`config.mk`:
```
export PLATFORM = sky130hd
export DESIGN_NAME = qte_isqrt
export DESIGN_NICKNAME = d
export VERILOG_FILES = /design/src/rtl/qte_pkg.sv /design/src/rtl/qte_isqrt.sv
export SDC_FILE = /design/constraint.sdc
export NUM_CORES = 2
export LEC_CHECK = 0
export BUFFER_PORTS_ARGS = -buffer_cell sky130_fd_sc_hd__buf_2
export CAP_MARGIN = 20
export CORE_MARGIN = 2
export CORE_UTILIZATION = 55
export DETAILED_ROUTE_END_ITERATION = 16
export GPL_TIMING_DRIVEN = 1
export PLACE_DENSITY = 0.79
export REMOVE_ABC_BUFFERS = 1
export SETUP_SLACK_MARGIN = 0.2
export SLEW_MARGIN = 30
export SYNTH_ARGS = -nofsm -noshare
export SYNTH_HDL_FRONTEND = slang
export SYNTH_SLANG_ARGS = --single-unit
```
`constraint.sdc`:
```
create_clock -name clk -period 4.55 [get_ports clk]
set_input_delay 0.2275 -clock clk [delete_from_list [all_inputs] [get_ports clk]]
set_output_delay 0.2275 -clock clk [all_outputs]
set_load 0.01 [all_outputs]
```
`src/rtl/qte_pkg.sv`:
```
// Shared types, constants and tables for the quaternion to Euler angle pipeline.
// Used by qte_cordic, qte_isqrt and quaternion_to_euler_angles. No dependencies.
package qte_pkg;

  localparam int ARCTAN_STAGES = 16;
  localparam int ATAN_TABLE_LEN = 24;
  localparam int CORDIC_N = (ARCTAN_STAGES < ATAN_TABLE_LEN) ? ARCTAN_STAGES : ATAN_TABLE_LEN;
  localparam int CORDIC_LAT = CORDIC_N + 2;

  localparam int CW = 38;
  localparam int AW = 34;
  localparam int RW = AW - 16;

  localparam int SQ_IN_W = 57;
  localparam int SQ_W = 58;
  localparam int SQ_STEPS = 29;

  localparam int PIPE_DEPTH = 33 + CORDIC_LAT;

  typedef logic signed [CW-1:0] cw_t;
  typedef logic signed [AW-1:0] acc_t;
  typedef logic signed [RW-1:0] res_t;

  localparam acc_t ANG_90 = 34'sd589824000;
  localparam acc_t ACC_HALF = 34'sd32768;

  function automatic acc_t atan_step(input int i);
    acc_t v;
    v = '0;
    case (i)
      0: v = 34'sd294912000;
      1: v = 34'sd174096719;
      2: v = 34'sd91987925;
      3: v = 34'sd46694507;
      4: v = 34'sd23437865;
      5: v = 34'sd11730358;
      6: v = 34'sd5866610;
      7: v = 34'sd2933484;
      8: v = 34'sd1466764;
      9: v = 34'sd733385;
      10: v = 34'sd366693;
      11: v = 34'sd183346;
      12: v = 34'sd91673;
      13: v = 34'sd45837;
      14: v = 34'sd22918;
      15: v = 34'sd11459;
      16: v = 34'sd5730;
      17: v = 34'sd2865;
      18: v = 34'sd1432;
      19: v = 34'sd716;
      20: v = 34'sd358;
      21: v = 34'sd179;
      22: v = 34'sd90;
      23: v = 34'sd45;
      default: v = '0;
    endcase
    return v;
  endfunction

endpackage

```
`src/rtl/qte_isqrt.sv`:
```
// Pipelined integer square root, one result bit per stage (floor).
// Depends on qte_pkg.
module qte_isqrt (
  input  logic                          clk,
  input  logic                          en,
  input  logic [qte_pkg::SQ_IN_W-1:0]   n_i,
  output logic [qte_pkg::SQ_STEPS-1:0]  r_o
);
  import qte_pkg::*;

  logic [SQ_W-1:0] n_r   [0:SQ_STEPS-1];
  logic [SQ_W-1:0] r_r   [0:SQ_STEPS-1];
  logic [SQ_W-1:0] n_nxt [0:SQ_STEPS-1];
  logic [SQ_W-1:0] r_nxt [0:SQ_STEPS-1];

  always_comb begin
    logic [SQ_W-1:0] nin;
    logic [SQ_W-1:0] rin;
    logic [SQ_W-1:0] b;
    logic [SQ_W-1:0] t;
    for (int k = 0; k < SQ_STEPS; k++) begin
      if (k == 0) begin
        nin = SQ_W'(n_i);
        rin = '0;
      end else begin
        nin = n_r[k-1];
        rin = r_r[k-1];
      end
      b = SQ_W'(1) << (SQ_IN_W - 1 - 2 * k);
      t = rin + b;
      if (nin >= t) begin
        n_nxt[k] = nin - t;
        r_nxt[k] = (rin >> 1) + b;
      end else begin
        n_nxt[k] = nin;
        r_nxt[k] = rin >> 1;
      end
    end
  end

  always_ff @(posedge clk) begin
    if (en) begin
      for (int k = 0; k < SQ_STEPS; k++) begin
        n_r[k] <= n_nxt[k];
        r_r[k] <= r_nxt[k];
      end
    end
  end

  assign r_o = r_r[SQ_STEPS-1][SQ_STEPS-1:0];

endmodule

```
# == Word-level counts from Yosys, hierarchy flattened ==
# Memory sizes are Yosys's and may differ from the RTL's.
# Cells that the tools add are included.
# totals
word_cells,176
inputBits,59
ram_bits,3364
output_inout_bits,29
regBits,0
n_memories,2
# mem_list
memory,depth,width,rd,rd_clocked_by_memory_dff,write_ports,line_no,text
n_r,29,58,28,0,29,qte_isqrt.sv:11,logic [SQ_W-1:0] n_r [0:SQ_STEPS-1];
r_r,29,58,29,0,29,qte_isqrt.sv:12,logic [SQ_W-1:0] r_r [0:SQ_STEPS-1];
# op_classes
n_lt_le_gt_ge,29
add_sub_neg,85
n_mux,60
# op_table
op,n
two-way mux 58 bit,57
greater-or-equal comparator 58 bit,28
subtractor 58 bit,28
adder 57 x 1 -> 58 bit (second input constant),1
adder 57 x 11 -> 58 bit (second input constant),1
adder 57 x 13 -> 58 bit (second input constant),1
adder 57 x 15 -> 58 bit (second input constant),1
adder 57 x 17 -> 58 bit (second input constant),1
adder 57 x 19 -> 58 bit (second input constant),1
adder 57 x 21 -> 58 bit (second input constant),1
adder 57 x 23 -> 58 bit (second input constant),1
adder 57 x 25 -> 58 bit (second input constant),1
adder 57 x 27 -> 58 bit (second input constant),1
adder 57 x 29 -> 58 bit (second input constant),1
adder 57 x 3 -> 58 bit (second input constant),1
adder 57 x 31 -> 58 bit (second input constant),1
adder 57 x 33 -> 58 bit (second input constant),1
adder 57 x 35 -> 58 bit (second input constant),1
adder 57 x 37 -> 58 bit (second input constant),1
adder 57 x 39 -> 58 bit (second input constant),1
adder 57 x 41 -> 58 bit (second input constant),1
adder 57 x 43 -> 58 bit (second input constant),1
adder 57 x 45 -> 58 bit (second input constant),1
adder 57 x 47 -> 58 bit (second input constant),1
other kinds (39),40

# == Logic depth before layout (Yosys ltp) ==
# An unclocked memory read counts as a cell.
# logic_depth
ltp_word,4
mapped_depth,14
depth_no_buf,13

# == Least setup slack after synthesis ==
# Ideal clock, no wire load.
# synth_timing
kind,reg-to-reg
start,"memory n_r[24][32], in the netlist n_r[1][496]"
end,"memory n_r[25][41], in the netlist n_r[1][563], data pin"
stages_incl_launch_ff,13
setup_ps,260
arrival_time_ps,3103
path_slack_ps,1187
synth_period_minus_slack_ps,3363
required_time_ps,4290
path_cell_list,edfxtp_1 -> ha_1 -> buf_6 -> inv_4 -> nor4_4 -> nand2_2 -> or3_4 -> or4_1 -> nand3_1 -> o21ba_4 -> buf_6 -> or4_4 -> xnor2_2
# synth_lines
item,line_no
start: declaration,qte_isqrt.sv:11

==> impl_results.md <==
* Row count at roughly 160
* Status: finished clean
* Netlist cell types at 101
* Main flop type after synthesis: edfxtp_1
* # H-tree levels at 4
* Fmax at ~0.25 GHz
* Die Ht at 428 um
* Pwr/cell area at 495 nW/um^2
* Via count at 64300
* Reg clk slew, reported paths at 60 ps
* Dpl cells at 10200
* Vias per Instance at 6.05
* # Post-CTS Setup Buffers at 0
* R2R Path Start: r_r[1][381]$_DFFE_PP_
* Crit path to: n_r[1][460]$_DFFE_PP_
* Post-synth top cells: edfxtp_1, inv_1, nor2_1
* Total chip power at 54.6 mW
* Routed wire per std cell at 22.3 um
* CP Max Fanout at 7
* Worst-Margin Slew at 1030 ps
* I/O pin total at a little under 90
* P&R area growth vs syn at 11.6%
* Synth top area share at 62.6%
* Fraction of registers with async set or reset after synthesis at 0%
* Share of layout cells above drive strength 1 at 8.12%
* Post-DP HPWL at 171 mm
* Clk_lat worst skew at 860 ps
* Synth area leader: edfxtp_1
* DR pass1 iterations at 6
* FF-to-FF setup slack at between 500 and 600 ps
* Crit path launch: r_r[1][381]$_DFFE_PP_
* Worst Skew at 75.0 ps
* # setup viols final at 0
* DR DRC count at 0
* Critical path class: flip-flop to flip-flop
* Gpl congestion at 0.946
* Yosys warns at 0
* Max Cap Viol at 0
* Core area at 178000 um^2
* Hold crit path type: input port to flip-flop
* Final WL at 238 mm
* Area contributors post-synth: edfxtp_1, ha_1, xnor2_1
* Syn Inst Count at 7806
* Placed cell area at approximately 100000 um^2
* R2r worst-path depth at 11
* Hold Vio Cnt, Final at 0
* Leakage power at 41.5 nW
* Setup TNS at 0 ps
* Most common cell in the netlist: edfxtp_1
* Die W at ~430 um
* Clock Tree Buf Depth at 3
* CP Data Required Time at 5100 ps
* Relative slew slack at around a third
* Grt total ovfl at 0
* Worst R2R End: n_r[1][460]$_DFFE_PP_
* Final cycle utilization of the critical path at 87.6%
* Number of DRC violations after detailed-routing iteration 0 at ~6300
* Count of flip-flops with a built-in enable after synthesis at around 2100
* Antenna violations before repair at 11
* Yosys reg bits at 2059
* Crit path DAT at 4540 ps
* TritonCTS clock tree: yes
* CP Capture Type: flip-flop
* Antenna-violating nets left at 0
* Starting density of the core at between 50% and 60%
* Peak VDD IR at 0.000554 V
* Root cell of the clock tree: clkbuf_16
* Post-Syn Area at 98800 um^2
* Synthesized area per cell at around 13 um^2
* Tmin final at 3990 ps
* Final instance area at about 110000 um^2
* First-pass GRT wire length at 363 mm
* Fin cells at ~11000
* Port Buf Inserts at 87
* DIE AREA at 183000 um^2
* Final worst slack at 562 ps
* RSZ-0062 raised after global routing: false
* DP Worst Slack at 359 ps
* CTS sink count at approximately 2100
* Nets at 8622
* Cts bufs inserted at 205
* Max Slew Vio Count at 0
* Vias in the first global route at 63000
* GR Util All Layers at 25.7%
* Largest net degree at the start of global routing at 190
* CP startpoint kind: flip-flop
* Sequential area share after synthesis at 62.6%
-- layout make-up --
type | count | area (um^2)
Antenna cell | 1 | 2.50
Clock buffer | 239 | 5300
Clock inverter | 145 | 1760
Fill cell | 13200 | 68200
Inverter | 580 | 2180
Multi-Input combinational cell | 5005 | 34200
Sequential cell | 2059 | 61800
Tap cell | 2355 | 2950
Timing Repair Buffer | 252 | 2050
-- timing repair --
item	CTS	global route
endpoints found under the setup margin	0	7
hold buffers	69	0
gates resized for setup	0	3
endpoints found under the hold margin	140	0
-- cells by family after synthesis --
logic type / synth area share, %
xor gates and xnor gates: 6.24
buffers and inverters: 2.88
and+or+nand+nor: 12.1
adders and majority gates: 5.83
muxes: 0.897
AOI/OAI and AO/OA: 9.44
other: 0.00380
DFF: 62.6
-- critical path: stages (launching register included) --
cell      delay [ps]
edfxtp_1         430
inv_1             70
ha_1             390
and4_1           370
nand3_1          280
nor4_2           580
nor4_1            90
o211a_1          160
a21oi_1          420
o211ai_1         410
nor4_1           380
xor2_1           130
-- registers in the layout (all words and copies together), names as in the netlist --
register and cells:
n_r 1624, r_r 435
-- metal layers --
layer  routed length [um]  part of all wire, %  vias to the layer above  global-route usage (%)
li1                     -                    -                    29900                       -
met1                95400                   40                    31400                    33.4
met2               117000                   49                     2485                    43.6
met3                16800                  7.1                      502                    4.20
met4                 8480                  3.6                        2                    9.30
met5                   12               0.0051                        -                       0
-- cells in the final DEF (no fill, tap or decap), types with 55 or more instances in the layout --
cell,Yosys,routed
or4_1,55,55
a21oi_1,492,492
xnor2_1,371,371
nor3_1,211,209
ha_1,460,460
nand4_1,139,139
inv_1,575,575
clkbuf_16,0,207
buf_4,4,80
o21a_1,83,83
nand3_1,133,132
or3_1,81,81
a21o_1,187,187
edfxtp_1,2059,2059
nor4_1,275,271
o21ai_0,325,325
nand2b_1,80,80
buf_2,18,86
mux2_2,68,68
nand2_1,471,471
xor2_1,329,329
dlygate4sd3_1,0,69
nor2_1,499,499
-- worst min path at each step --
stage | to | depth (start not counted) | slack (ps) | start
after global placement | r_r[0][56]$_DFFE_PP_ | 1 | 400 | n_i[56]
final | n_r[0][10]$_DFFE_PP_ | 2 | 50 | n_i[10]
after detailed placement | n_r[0][13]$_DFFE_PP_ | 1 | 410 | n_i[13]
after global routing | n_r[0][47]$_DFFE_PP_ | 2 | 20 | n_i[47]
after floorplan | n_r[0][0]$_DFFE_PP_ | 0 | 330 | n_i[0]
after CTS | n_r[0][44]$_DFFE_PP_ | 2 | 0.05 | n_i[44]
-- metrics by stage --
step                      util [%]  hold slack (ps)
after detailed placement      57.4              406
after global placement        57.4              404
final                         61.8             54.9
after floorplan                  -              326
after CTS                     61.8           0.0547
after global routing          61.8             24.9
-- report_power, final --
group,total (mW),internal (mW),leakage [nW],switching (mW)
clock network,17.5,10.0,3.38,7.47
logic,11.1,4.53,18.3,6.57
registers,26.0,24.0,19.8,2.01
total,54.6,38.6,41.5,16.1
Power figures use the tool's default switching activity.
